### config.mk
export PLATFORM = sky130hd
export DESIGN_NAME = scalar_label_colormap_rgba_unit
export DESIGN_NICKNAME = d
export VERILOG_FILES = /design/src/rtl/slcm_pkg.sv /design/src/rtl/slcm_dp.sv /design/src/rtl/slcm_ctrl.sv /design/src/rtl/scalar_label_colormap_rgba_unit.sv
export VERILOG_INCLUDE_DIRS = /design/src /design/src/rtl
export SDC_FILE = /design/constraint.sdc
export NUM_CORES = 2
export LEC_CHECK = 0
export BUFFER_PORTS_ARGS = -buffer_cell sky130_fd_sc_hd__buf_2
export CORE_MARGIN = 1.5
export CORE_UTILIZATION = 36
export CTS_CLUSTER_DIAMETER = 100
export DETAILED_ROUTE_END_ITERATION = 8
export SLEW_MARGIN = 20
export SYNTH_ARGS = -nofsm -noshare
export SYNTH_HDL_FRONTEND = slang
export SYNTH_HIERARCHICAL = 1
export SYNTH_SLANG_ARGS = --single-unit
### constraint.sdc
create_clock -name clk -period 10.15 [get_ports clk]
set_input_delay 2.03 -clock clk [delete_from_list [all_inputs] [get_ports clk]]
set_output_delay 2.03 -clock clk [all_outputs]
set_load 0.05 [all_outputs]
### src/rtl/scalar_label_colormap_rgba_unit_assert.svh
// Assertion macros for the colormap unit
`ifndef SCALAR_LABEL_COLORMAP_RGBA_UNIT_ASSERT_SVH
`define SCALAR_LABEL_COLORMAP_RGBA_UNIT_ASSERT_SVH

// pre holds at an edge -> post holds at the same edge
`define SLCM_ASSERT_IMP(lbl, clk, rstn, pre, post) \
  lbl: assert property (@(posedge clk) disable iff (!rstn) (pre) |-> (post)) \
    else $error("slcm assertion failed");

// pre holds at an edge -> post holds at the next edge
`define SLCM_ASSERT_NXT(lbl, clk, rstn, pre, post) \
  lbl: assert property (@(posedge clk) disable iff (!rstn) (pre) |=> (post)) \
    else $error("slcm assertion failed");

`endif

### src/rtl/slcm_pkg.sv
// Shared types, constants and colour stop table of the colormap unit
`timescale 1ns / 1ps
`default_nettype none
package slcm_pkg;
  localparam int MAP_COUNT     = 5;
  localparam int STOP_COUNT    = 7;
  localparam int SEG_COUNT     = STOP_COUNT - 1;
  localparam int SEG_W         = $clog2(STOP_COUNT);
  localparam int STOP_BITS     = 16;
  localparam int FRACTION_BITS_DEF = 16;
  localparam int CFG_IDX_W     = 1;
  localparam int CFG_DATA_W    = 3;
  localparam logic [31:0] GOLDEN_Q32 = 32'd2654435775;

  localparam logic [CFG_IDX_W-1:0] REG_COLORMAP = 1'b0;
  localparam logic [CFG_IDX_W-1:0] REG_KIND     = 1'b1;

  localparam logic [STOP_BITS:0] STOP_TABLE [MAP_COUNT][STOP_COUNT][3] = '{
    '{'{17'd0, 17'd0, 17'd0}, '{17'd10945, 17'd10945, 17'd10945},
      '{17'd21823, 17'd21823, 17'd21823}, '{17'd32768, 17'd32768, 17'd32768},
      '{17'd43713, 17'd43713, 17'd43713}, '{17'd54591, 17'd54591, 17'd54591},
      '{17'd65536, 17'd65536, 17'd65536}},
    '{'{17'd17498, 17'd328, 17'd21561}, '{17'd18547, 17'd9241, 17'd30015},
      '{17'd16646, 17'd17367, 17'd34734}, '{17'd10748, 17'd30867, 17'd36569},
      '{17'd8847, 17'd43188, 17'd33948}, '{17'd31326, 17'd53805, 17'd20840},
      '{17'd65077, 17'd59376, 17'd9437}},
    '{'{17'd66, 17'd0, 17'd918}, '{17'd12124, 17'd4456, 17'd24379},
      '{17'd29557, 17'd7995, 17'd33161}, '{17'd46924, 17'd14090, 17'd31130},
      '{17'd61145, 17'd26870, 17'd23134}, '{17'd65077, 17'd44630, 17'd24969},
      '{17'd64684, 17'd64946, 17'd49152}},
    '{'{17'd12452, 17'd4719, 17'd15204}, '{17'd14615, 17'd37814, 17'd59113},
      '{17'd12845, 17'd58982, 17'd40370}, '{17'd47186, 17'd64225, 17'd14549},
      '{17'd64750, 17'd46989, 17'd7537}, '{17'd59834, 17'd20251, 17'd2818},
      '{17'd31392, 17'd786, 17'd721}},
    '{'{17'd0, 17'd0, 17'd0}, '{17'd26214, 17'd0, 17'd0}, '{17'd52429, 17'd0, 17'd0},
      '{17'd65536, 17'd13107, 17'd0}, '{17'd65536, 17'd39322, 17'd0},
      '{17'd65536, 17'd62259, 17'd13107}, '{17'd65536, 17'd65536, 17'd65536}}
  };

  typedef enum logic [3:0] {
    S_IDLE, S_PREP, S_DIV, S_SEL, S_MIX, S_BYTE,
    S_LHUE, S_LSECT, S_LRGB, S_DONE
  } state_t;

  typedef struct packed {
    logic       capture;
    logic       fold;
    logic       prep;
    logic       div_step;
    logic       sel;
    logic       mix;
    logic       byte_w;
    logic       lhue;
    logic       lsect;
    logic       lrgb;
    logic       out_load;
    logic [1:0] ch;
  } cmd_t;

  typedef struct packed {
    logic kind;
    logic out_busy;
  } status_t;
endpackage
`default_nettype wire

### src/rtl/slcm_dp.sv
// Datapath: range fold, config, divider, interpolation, label hue, output register
`timescale 1ns / 1ps
`default_nettype none
module slcm_dp #(
  parameter int FRACTION_BITS = slcm_pkg::FRACTION_BITS_DEF
) (
  input  wire                             clk,
  input  wire                             rst_n,
  input  wire slcm_pkg::cmd_t             cmd,
  output slcm_pkg::status_t               st,
  input  wire                             in_tuser,
  input  wire  [31:0]                     in_tdata,
  input  wire                             in_tlast,
  input  wire                             cfg_we,
  input  wire  [slcm_pkg::CFG_IDX_W-1:0]  cfg_index,
  input  wire  [slcm_pkg::CFG_DATA_W-1:0] cfg_data,
  output logic                            out_tvalid,
  input  wire                             out_tready,
  output logic [95:0]                     out_tdata,
  output logic                            out_tlast
);
  import slcm_pkg::*;

  localparam int F   = FRACTION_BITS;
  localparam int PW  = 32 + SEG_W;
  localparam int NB  = PW + F;
  localparam int QW  = SEG_W + F;
  localparam int MW  = STOP_BITS + 1 + F;
  localparam int PMW = F + 20;
  localparam logic [QW-1:0] FULL_POS = QW'(SEG_COUNT) << F;

  logic [2:0]         cmap_r;
  logic               kind_r;
  logic signed [31:0] low_r, high_r;
  logic               pass_start_r;
  logic [31:0]        value_r;
  logic               mode_r, last_r;
  logic [31:0]        span_r, rem_r;
  logic               below_r, full_r;
  logic [NB-1:0]      num_r;
  logic [SEG_W-1:0]   seg_r;
  logic [F:0]         frac_r;
  logic [MW-1:0]      mix_r;
  logic [7:0]         rgb_r [3];
  logic [31:0]        hue_r, lf_r;
  logic [2:0]         sect_r;
  logic               out_valid_r;

  // fold
  logic signed [31:0] base_lo, base_hi, vin;
  assign vin = $signed(in_tdata);
  always_comb begin
    base_lo = low_r;
    base_hi = high_r;
    if (pass_start_r) begin
      base_lo = kind_r ? 32'sd0 : 32'sh7FFFFFFF;
      base_hi = kind_r ? 32'sd0 : 32'sh80000000;
    end
  end

  // scalar prep
  logic signed [32:0] d_s;
  logic [32:0]        hi_lo;
  logic [31:0]        span_c;
  logic [PW-1:0]      prod_c;
  assign d_s    = $signed({value_r[31], value_r}) - $signed({low_r[31], low_r});
  assign hi_lo  = 33'({high_r[31], high_r}) - 33'({low_r[31], low_r});
  assign span_c = (high_r > low_r) ? hi_lo[31:0] : 32'd1;
  assign prod_c = PW'(d_s[31:0]) * PW'(SEG_COUNT);

  // divider step
  logic [32:0] rem2;
  logic        ge;
  assign rem2 = {rem_r, num_r[NB-1]};
  assign ge   = rem2 >= {1'b0, span_r};

  // segment select
  logic [QW-1:0]    pos;
  logic [SEG_W-1:0] seg_c;
  always_comb begin
    pos = below_r ? '0 : (full_r ? FULL_POS : num_r[QW-1:0]);
    seg_c = pos[QW-1:F];
    if (seg_c >= SEG_W'(SEG_COUNT)) seg_c = SEG_W'(SEG_COUNT - 1);
  end

  // interpolation
  logic [2:0]              map_sel;
  logic [STOP_BITS:0]      sa, sb;
  logic signed [PMW-1:0]   diffm, mixf;
  logic [MW+7:0]           scaled;
  assign map_sel = (cmap_r < 3'(MAP_COUNT)) ? cmap_r : 3'd0;
  assign sa      = STOP_TABLE[map_sel][seg_r][cmd.ch];
  assign sb      = STOP_TABLE[map_sel][seg_r + SEG_W'(1)][cmd.ch];
  assign diffm   = PMW'($signed({1'b0, sb}) - $signed({1'b0, sa}))
                   * $signed(PMW'({1'b0, frac_r}));
  assign mixf    = $signed(PMW'({sa, {F{1'b0}}})) + diffm;
  assign scaled  = {mix_r, 8'd0} - (MW+8)'(mix_r);

  // label colour
  logic [34:0] h6;
  logic [45:0] q_c, t_c;
  logic [7:0]  qb, tb, lr, lg, lb;
  logic        lblack;
  assign h6     = {3'd0, hue_r} * 35'd6;
  assign q_c    = 46'd969 * (46'd1 << 34) - 46'd2907 * 46'(lf_r);
  assign t_c    = 46'd969 * (46'd1 << 32) + 46'd2907 * 46'(lf_r);
  assign qb     = q_c[43:36];
  assign tb     = t_c[43:36];
  assign lblack = value_r[31] || (value_r == 32'd0);
  always_comb begin
    case (sect_r)
      3'd0:    begin lr = 8'd242; lg = tb;     lb = 8'd63;  end
      3'd1:    begin lr = qb;     lg = 8'd242; lb = 8'd63;  end
      3'd2:    begin lr = 8'd63;  lg = 8'd242; lb = tb;     end
      3'd3:    begin lr = 8'd63;  lg = qb;     lb = 8'd242; end
      3'd4:    begin lr = tb;     lg = 8'd63;  lb = 8'd242; end
      default: begin lr = 8'd242; lg = 8'd63;  lb = qb;     end
    endcase
    if (lblack) begin
      lr = 8'd0; lg = 8'd0; lb = 8'd0;
    end
  end

  always_ff @(posedge clk) begin
    if (!rst_n) begin
      cmap_r       <= 3'd0;
      kind_r       <= 1'b0;
      low_r        <= 32'sh7FFFFFFF;
      high_r       <= 32'sh80000000;
      pass_start_r <= 1'b1;
      out_valid_r  <= 1'b0;
    end else begin
      if (cfg_we) begin
        case (cfg_index)
          REG_COLORMAP: cmap_r <= cfg_data;
          REG_KIND:     kind_r <= cfg_data[0];
          default:      ;
        endcase
      end
      if (cmd.fold) begin
        low_r        <= (vin < base_lo) ? vin : base_lo;
        high_r       <= (vin > base_hi) ? vin : base_hi;
        pass_start_r <= in_tlast;
      end else if (cmd.capture) begin
        pass_start_r <= 1'b1;
      end
      if (cmd.out_load) out_valid_r <= 1'b1;
      else if (out_tready) out_valid_r <= 1'b0;
    end
  end

  always_ff @(posedge clk) begin
    if (cmd.capture) begin
      value_r <= in_tdata;
      mode_r  <= in_tuser;
      last_r  <= in_tlast;
    end
    if (cmd.prep) begin
      span_r  <= span_c;
      below_r <= d_s[32];
      full_r  <= !d_s[32] && (d_s[31:0] >= span_c);
      num_r   <= {prod_c, {F{1'b0}}};
      rem_r   <= 32'd0;
    end
    if (cmd.div_step) begin
      rem_r <= ge ? 32'(rem2 - {1'b0, span_r}) : rem2[31:0];
      num_r <= {num_r[NB-2:0], ge};
    end
    if (cmd.sel) begin
      seg_r  <= seg_c;
      frac_r <= (F+1)'(pos) - (F+1)'({seg_c, {F{1'b0}}});
    end
    if (cmd.mix) mix_r <= mixf[MW-1:0];
    if (cmd.byte_w) rgb_r[cmd.ch] <= scaled[F+23:F+16];
    if (cmd.lhue) hue_r <= value_r * GOLDEN_Q32;
    if (cmd.lsect) begin
      sect_r <= h6[34:32];
      lf_r   <= h6[31:0];
    end
    if (cmd.lrgb) begin
      rgb_r[0] <= lr;
      rgb_r[1] <= lg;
      rgb_r[2] <= lb;
    end
    if (cmd.out_load) begin
      if (mode_r) begin
        out_tdata <= {high_r, low_r, 8'd255, rgb_r[2], rgb_r[1], rgb_r[0]};
        out_tlast <= last_r;
      end else begin
        out_tdata <= {high_r, low_r, 32'd0};
        out_tlast <= 1'b1;
      end
    end
  end

  assign out_tvalid  = out_valid_r;
  assign st.kind     = kind_r;
  assign st.out_busy = out_valid_r && !out_tready;
endmodule
`default_nettype wire

### src/rtl/slcm_ctrl.sv
// Controller state machine sequencing fold, divide, interpolate and label steps
`timescale 1ns / 1ps
`default_nettype none
`include "scalar_label_colormap_rgba_unit_assert.svh"
module slcm_ctrl #(
  parameter int FRACTION_BITS = slcm_pkg::FRACTION_BITS_DEF
) (
  input  wire                clk,
  input  wire                rst_n,
  input  wire                in_tvalid,
  output logic               in_tready,
  input  wire                in_tuser,
  input  wire                in_tlast,
  input  wire slcm_pkg::status_t st,
  output slcm_pkg::cmd_t     cmd
);
  import slcm_pkg::*;

  localparam int NB = 32 + SEG_W + FRACTION_BITS;
  localparam int CW = $clog2(NB);

  state_t      state_r, state_nxt;
  logic [CW-1:0] cnt_r, cnt_nxt;
  logic [1:0]  ch_r, ch_nxt;

  always_ff @(posedge clk) begin
    if (!rst_n) begin
      state_r <= S_IDLE;
      cnt_r   <= '0;
      ch_r    <= 2'd0;
    end else begin
      state_r <= state_nxt;
      cnt_r   <= cnt_nxt;
      ch_r    <= ch_nxt;
    end
  end

  always_comb begin
    state_nxt = state_r;
    cnt_nxt   = cnt_r;
    ch_nxt    = ch_r;
    cmd       = '0;
    cmd.ch    = ch_r;
    in_tready = 1'b0;
    case (state_r)
      S_IDLE: begin
        in_tready = 1'b1;
        if (in_tvalid) begin
          cmd.capture = 1'b1;
          if (!in_tuser) begin
            cmd.fold = 1'b1;
            if (in_tlast) state_nxt = S_DONE;
          end else begin
            state_nxt = st.kind ? S_LHUE : S_PREP;
          end
        end
      end
      S_PREP: begin
        cmd.prep  = 1'b1;
        cnt_nxt   = '0;
        state_nxt = S_DIV;
      end
      S_DIV: begin
        cmd.div_step = 1'b1;
        cnt_nxt      = cnt_r + CW'(1);
        if (cnt_r == CW'(NB - 1)) state_nxt = S_SEL;
      end
      S_SEL: begin
        cmd.sel   = 1'b1;
        ch_nxt    = 2'd0;
        state_nxt = S_MIX;
      end
      S_MIX: begin
        cmd.mix   = 1'b1;
        state_nxt = S_BYTE;
      end
      S_BYTE: begin
        cmd.byte_w = 1'b1;
        if (ch_r == 2'd2) begin
          state_nxt = S_DONE;
        end else begin
          ch_nxt    = ch_r + 2'd1;
          state_nxt = S_MIX;
        end
      end
      S_LHUE: begin
        cmd.lhue  = 1'b1;
        state_nxt = S_LSECT;
      end
      S_LSECT: begin
        cmd.lsect = 1'b1;
        state_nxt = S_LRGB;
      end
      S_LRGB: begin
        cmd.lrgb  = 1'b1;
        state_nxt = S_DONE;
      end
      S_DONE: begin
        if (!st.out_busy) begin
          cmd.out_load = 1'b1;
          state_nxt    = S_IDLE;
        end
      end
      default: state_nxt = S_IDLE;
    endcase
  end

  `SLCM_ASSERT_IMP(a_load_free, clk, rst_n, cmd.out_load, !st.out_busy)
  `SLCM_ASSERT_NXT(a_div_end, clk, rst_n, state_r == S_DIV && cnt_r == CW'(NB - 1),
                   state_r == S_SEL)
  `SLCM_ASSERT_NXT(a_colour_busy, clk, rst_n, in_tvalid && in_tready && in_tuser,
                   state_r != S_IDLE)
endmodule
`default_nettype wire

### src/rtl/scalar_label_colormap_rgba_unit.sv
// Top level of the scalar and label colormap unit
// Range item without last gives no result; range item with last gives its result
// from the done state; a label colour item runs hue, sector and RGB steps, a scalar
// colour item prep, the bit-serial restoring divider, select and per-channel mix/byte.
// One item is in work at a time; the next is accepted once the result is registered.
// Synchronous active-low reset: config to 0, fold registers to the signed extremes.
`timescale 1ns / 1ps
`default_nettype none
module scalar_label_colormap_rgba_unit #(
  parameter int FRACTION_BITS = slcm_pkg::FRACTION_BITS_DEF
) (
  input  wire                             clk,
  input  wire                             rst_n,
  input  wire                             in_tvalid,
  output logic                            in_tready,
  input  wire  [31:0]                     in_tdata,   // value
  input  wire                             in_tuser,   // mode
  input  wire                             in_tlast,
  output logic                            out_tvalid,
  input  wire                             out_tready,
  // red, green, blue, alpha, range_low, range_high
  output logic [95:0]                     out_tdata,
  output logic                            out_tlast,
  input  wire                             cfg_we,
  input  wire  [slcm_pkg::CFG_IDX_W-1:0]  cfg_index,
  input  wire  [slcm_pkg::CFG_DATA_W-1:0] cfg_data
);
  import slcm_pkg::*;

  cmd_t    cmd;
  status_t st;

  slcm_ctrl #(.FRACTION_BITS(FRACTION_BITS)) u_ctrl (
    .clk       (clk),
    .rst_n     (rst_n),
    .in_tvalid (in_tvalid),
    .in_tready (in_tready),
    .in_tuser  (in_tuser),
    .in_tlast  (in_tlast),
    .st        (st),
    .cmd       (cmd)
  );

  slcm_dp #(.FRACTION_BITS(FRACTION_BITS)) u_dp (
    .clk        (clk),
    .rst_n      (rst_n),
    .cmd        (cmd),
    .st         (st),
    .in_tuser   (in_tuser),
    .in_tdata   (in_tdata),
    .in_tlast   (in_tlast),
    .cfg_we     (cfg_we),
    .cfg_index  (cfg_index),
    .cfg_data   (cfg_data),
    .out_tvalid (out_tvalid),
    .out_tready (out_tready),
    .out_tdata  (out_tdata),
    .out_tlast  (out_tlast)
  );
endmodule
`default_nettype wire

======== Yosys cells after proc, flatten, opt, wreduce, memory -nomap -nowiden ========
Memory sizes are Yosys's and may differ from the RTL's.
Index checks and enable logic that the tools add are counted.
storage, ports and cells
  logic and storage cells ................. 177
  memories ................................ 2
  bits in latches ......................... 0
  ROM bits ................................ 2856
  output and inout bits ................... 99
  RAM bits ................................ 24
  register bits ........................... 449
  input port bits ......................... 43
operators by class
  div/mod/pow operators ................... 0
  mux-type cells .......................... 73
  order comparisons ....................... 11
  add/subtract/negate cells ............... 12
  multiply operators ...................... 5
  reductions and logical operators ........ 22
  bitwise logic cells ..................... 5
  eq/ne operators ......................... 20
  shift-type cells ........................ 0
memories
  name             words  bits a word  rd ports  clocked after memory_dff  wr ports  RTL line       source
  (no name shown)  8      357          1         0                         0         slcm_dp.sv:92  assign sa = STOP_TABLE[map_sel][seg_r][cmd.ch];
  u_dp.rgb_r       3      8            3         0                         3         slcm_dp.sv:44  logic [7:0] rgb_r [3];
operator list
  cell                    number
  $mux 357                2
  $mux 32                 10
  $bmux 51 s3             2
  $mux 51                 6
  $pmux 8 s3              3
  $bmux 17 s2             2
  $mul 32x2->34 const B   2
  $mux 17                 4
  $gt 32x32->1            2
  $sub 32x32->32          2
  $add 42x44->44 const A  1
  $sub 44x44->44 const A  1
  $mul 12x31->43 const A  1
  $pmux 4 s10             1
  $sub 40x33->40          1
  $mux 19                 2
  $mul 36x18->33          1
  $add 33x33->33          1
  $ge 33x32->1            1
  $sub 32x32->33          1
  $ge 32x32->1            1
  $logic_not 32->1        1
  $lt 32x32->1            1
  $mul 32x32->32 const B  1
  other kinds (41)        98

======== Logic depth before layout (Yosys ltp) ========
  word-level depth ........................ 15
  depth in mapped cells ................... 49

======== Modules after synthesis ========
Netlist, hierarchy kept.
modules (own cells, without submodules)
  module     times used  area each (µm²)  cells each
  slcm_dp    1           62471.2          6814
  slcm_ctrl  1           783.3            103

======== Worst setup path before layout ========
OpenSTA, ideal clock, no wires.
  path kind ............................... register to register
  start ................................... reg u_dp.cmap_r[2]
  end ..................................... reg u_dp.mix_r[32], data pin
  path slack .............................. -0.254 ns
  library setup time ...................... 0.260 ns
  cell stages (with the launch flop) ...... 47
  arrival time ............................ 10.144 ns
  cells stage by stage .................... dfxtp_1 > nand2b_1 > buf_1 > ha_1 > clkbuf_1 > nand2b_1 > a21oi_1 > nor2_1 > a211o_1 > a311oi_1 > a21oi_1 > ha_1 > fa_1 > nor2b_1 > o21ai_0 > a21boi_0 > o21ai_0 > a21boi_0 > [... 11 more ...] > inv_1 > fa_1 > fa_1 > inv_1 > fa_1 > inv_1 > ha_1 > a21oi_1 > nor2b_1 > o21ai_0 > nand2_1 > or2_2 > nand2_1 > and3_1 > o21ai_0 > o41ai_1 > o21ai_0 > xnor2_1
between the ends
  cells in the longest elaborated chain, start to end .. 15
  elaborated cells on any way between the ends .. 21
  classes of those cells .................. add/sub (2); mul (1); order compare (1); mux (15); bitwise (1); memory (1)
RTL lines
  what                                              RTL line                      source
  start: declaration                                slcm_dp.sv:32                 logic [2:0] cmap_r;
  start signal: assignment                          slcm_dp.sv:135                REG_COLORMAP: cmap_r <= cfg_data;
  $lt 3x3->1                                        slcm_dp.sv:91                 assign map_sel = (cmap_r < 3'(MAP_COUNT)) ? cmap_r : 3'd0;
  $mux 3 (*)                                        slcm_dp.sv:91
  $not 3->4 (implied by the code) (*)               slcm_dp.sv:92, slcm_dp.sv:93
  $mem_v2 8x357 (*)                                 -
  $mux 357 (implied by the code) (*) (2 in series)  slcm_dp.sv:92
  $bmux 51 s3, on equally long branches             slcm_dp.sv:93, slcm_dp.sv:92
  $mux 51, on equally long branches (2 in series)   slcm_dp.sv:93, slcm_dp.sv:92
  $bmux 17 s2, on equally long branches             slcm_dp.sv:93, slcm_dp.sv:92
  $mux 17, on equally long branches (2 in series)   slcm_dp.sv:93, slcm_dp.sv:92
  $sub 17x17->18                                    slcm_dp.sv:94                 assign diffm = PMW'($signed({1'b0, sb}) - $signed({1'b0, sa}))
  $mul 36x18->33                                    slcm_dp.sv:95                 * $signed(PMW'({1'b0, frac_r}));
  $add 33x33->33 (*)                                slcm_dp.sv:96                 assign mixf = $signed(PMW'({sa, {F{1'b0}}})) + diffm;
  via u_dp.mixf[32]                                 slcm_dp.sv:89                 logic signed [PMW-1:0] diffm, mixf;
  end signal: assignment                            slcm_dp.sv:173                if (cmd.mix) mix_r <= mixf[MW-1:0];
  end: declaration                                  slcm_dp.sv:43                 logic [MW-1:0] mix_r;
The timed path passes the listed nets; every way through them passes the cells marked *. The select of a mux whose other input is x is not followed.
A chain may end at the register's enable or synchronous reset.

======== Worst setup path in the final report ========
  start ................................... reg u_dp.seg_r[0]
  end ..................................... reg u_dp.mix_r[32], data pin
between the ends
  cells in the longest elaborated chain, start to end .. 11
  elaborated cells on any way between the ends .. 18
  classes of those cells .................. add/sub (3); mul (1); mux (12); bitwise (2)
RTL lines
  what                                         RTL line        source
  start: declaration                           slcm_dp.sv:41   logic [SEG_W-1:0] seg_r;
  start signal: assignment                     slcm_dp.sv:170  seg_r <= seg_c;
  $add 3x1->3                                  slcm_dp.sv:93   assign sb = STOP_TABLE[map_sel][seg_r + SEG_W'(1)][cmd.ch];
  $not 3->4 (implied by the code)              slcm_dp.sv:93
  $bmux 51 s3                                  slcm_dp.sv:93
  $mux 51 (implied by the code) (2 in series)  slcm_dp.sv:93
  $bmux 17 s2                                  slcm_dp.sv:93
  $mux 17 (implied by the code) (2 in series)  slcm_dp.sv:93
  $sub 17x17->18                               slcm_dp.sv:94
  $mul 36x18->33                               slcm_dp.sv:95
  $add 33x33->33 (*)                           slcm_dp.sv:96
  via u_dp.mixf[32]                            slcm_dp.sv:89
Marked as above.

==> impl_results.md <==
- Post-layout minimum cycle time: 9883 ps
- GP Congestion: 0.9924
- Post-synth top area share: 0.2358
- Warnings, synthesis: 6
- First-pass GRT wire length: 318.5 mm
- Slew headroom: 0.2852
- Hold-fix buffers, CTS: 0
- Slowest cell on the critical path: fa_1
- Crit end category: flop
- Post-synthesis sequential area ratio: 0.2082
- All-Layer GR Usage: 0.2319
- Layout cells sized above 1: 0.1426
- Die W: 422.2 um
- Compound-Gate Fraction of Synth Area: 0.1508
- Clk pin slew, worst setup/hold paths: 60 ps
- Residual overflow from global routing: 0
- Largest family of logic cells by synthesized area: adder cells
- Peak Freq: 101.2 MHz
- IO Port Bufs: 141
- Final hold violations: 0
- Die Y-Extent: 422.2 um
- Number of distinct library cells after synthesis: 103
- Number of global-route vias before repair: 52,740
- Fin area: 73,650 um^2
- Final Setup Violations: 0
- Remaining antenna violation count after routing: 0
- Asr flop ratio synth: 0
- Critical-path maximum fanout: 12
- First DRT Iteration DRCs: 3,944
- Remaining DRCs: 0
- Post-Syn Area: 63,250 um^2
- Placed instance area: 70,280 um^2
- HPWL after DPL: 171.9 mm
- Drt first pass iters: 6
- Post-synth EDFFs: 384
- Area leader, netlist: fa_1
- Crit start category: flop
- CTS tree: done
- Io pins: 142
- Area contributors post-synth: fa_1 24%, edfxtp_1 18%, ha_1 14%
- Skew-Pair Late Insertion Delay: 700 ps
- Worst-Margin Slew: 1072 ps
- XOR/XNOR Fraction of Synth Area: 0.03859
- Synthesized instance count: 6,917
- Post-Synth Simple-Gate Area: 0.1307
- Count leader, synth: inv_1
- Crit Path Class: reg2reg
- Non-filler cells, final: 9,829
- Setup TNS: 0 ps
- Num rows: 153
- Final period util: 0.9737
- Number of vias per cell: 5.294
- RSZ-0062 raised after global routing: true
- Most common library cells after synthesis: 1,217 x inv_1, 745 x fa_1, 720 x ha_1
- Slew Limit Fails: 0
- Max Cap Viol: 0
- P&R area growth vs syn: 16.43%
- H-Tree Level Count: 2
- Routed length per instance: 21.39 um
- # clock sinks: 466
- Max Clock Skew: 95.24 ps
- Dpl cells: 9,676
- Synthesized area per cell: 9.145 um^2
- Adder-cell share of the synthesized area: 0.3784
- Die area: 178,200 um^2
- CTS Buffer Depth: 3
- Initial antenna violation count: 18
- Initial Util: 0.3631
- Status: finished clean
- Critical Path RT: 10,570 ps
- Mux cell area share after synthesis: 0.003877
- Syn Nets: 8,425
- Clock root buffer: clkbuf_16
- Post-Route WL: 210.2 mm
- DR vias: 52,030
- Yosys reg bits: 466
- CP dominant cell by count: fa_1
- Largest net degree at the start of global routing: 90
- Arrival @ worst endpoint: 10,300 ps
- Fin nets: 8,954
- Post-synth top flop: edfxtp_1
- Core Area: 174,200 um^2
- Max incr delay on CP: 540 ps
- Total CTS buffers: 58
- Worst Hold Class: reg2reg
placed cells by master, fill, tap and decap left out, types with 21 or more instances in the layout:
cell	instances
fa_1	737
inv_1	1213
o21bai_1	21
o21ai_0	325
buf_6	21
a31oi_1	50
ha_1	708
and2_1	217
buf_2	142
dfxtp_1	79
nand4_1	42
o31ai_1	27
and3_1	34
xor2_1	53
nand3_1	92
a21oi_2	24
nor2b_1	127
or3_1	22
nand2b_1	62
clkbuf_16	59
nor2_1	311
o211ai_1	63
nand2_1	568
o22ai_1	31
o21ai_1	33
xnor2_1	217
a21oi_1	366
nor3_1	81
a211oi_1	68
buf_4	542
edfxtp_1	384
o21a_1	46
a22oi_1	45
a21o_1	145
critical path, delay by kind of cell, from the launching register on:
| family | cells | cell delay (ps) |
|---|---|---|
| compound gates | 14 | 2600 |
| xor+xnor | 2 | 200 |
| fa+ha+maj | 8 | 3640 |
| buf+inv | 14 | 1600 |
| flops | 1 | 410 |
| simple gates | 8 | 1140 |
metal layers:
layer,share of wire,vias up,GRT usage
met4,0.044,2,0.09436
met3,0.060,351,0.02833
met2,0.46,1724,0.3783
met5,0.000062,-,0
li1,-,24240,-
met1,0.43,25720,0.3113
path summary, 6_finish.rpt:
kind | slack (ps) | depth (start not counted) | from | to
max | 270 | 46 | u_dp/seg_r[0] | u_dp/mix_r[32]
min | 490 | 1 | u_dp/num_r[3] | u_dp/frac_r[3]
max reg2reg | 270 | 46 | u_dp/seg_r[0] | u_dp/mix_r[32]
min reg2reg | 490 | 1 | u_dp/num_r[3] | u_dp/frac_r[3]
state kept, by name, indices dropped and copies added, names as in the netlist, 2 cells and up:
name,flops
u_dp/low_r,32
u_dp/mix_r,33
u_dp/seg_r,3
u_dp/cmap_r,3
u_dp/num_r,51
u_dp/frac_r,17
u_dp/value_r,32
u_ctrl/cnt_r,6
u_dp/lf_r,31
u_ctrl/ch_r,2
u_dp/out_tdata,89
u_dp/rgb_r,24
u_dp/span_r,32
u_dp/high_r,32
u_dp/rem_r,32
u_ctrl/state_r,4
u_dp/sect_r,3
u_dp/hue_r,32
what timing repair did:
| action | in CTS | in global routing |
|---|---|---|
| gates cloned | 0 | 2 |
| endpoints found under the setup margin | 14 | 14 |
| pin swaps | 11 | 85 |
| setup buffers | 6 | 26 |
| hold endpoints to repair | 0 | 0 |
| gates resized for setup | 61 | 194 |
kinds of logic (layout without fill, tap and decap cells):
| family | count (synthesis) | after routing |
|---|---|---|
| buf+inv | 1484 | 2061 |
| flops | 466 | 466 |
| xor+xnor | 277 | 277 |
| mux | 24 | 24 |
| other cells | 0 | 10 |
| fa+ha+maj | 1466 | 1466 |
| compound gates | 1492 | 1492 |
| simple gates | 1708 | 1708 |
through the flow:
step | worst slack [ps] | hold WS, ps | util
after floorplan | 29.38 | 430.5 | -
after global placement | -490.9 | 463.2 | 0.4034
after detailed placement | -648.2 | 450.8 | 0.4035
after CTS | 11.13 | 491.1 | 0.4168
after global routing | -103.8 | 524.4 | 0.4227
final | 267.1 | 491.9 | 0.4228
area by class of cell:
cell class              count  area (um^2)
clock inverters            43        605.6
repair buffers            728         5497
multi-input cells        4967        45310
diodes                     10        25.02
fillers                 17180       100600
inverters                1225         4609
flip-flops and latches    466        13180
clock buffers              65         1508
well taps                2325         2909
Power is left out: the tool's default activity adds up to more than one toggle a clock period on the data nets, which glitch-free logic cannot reach.
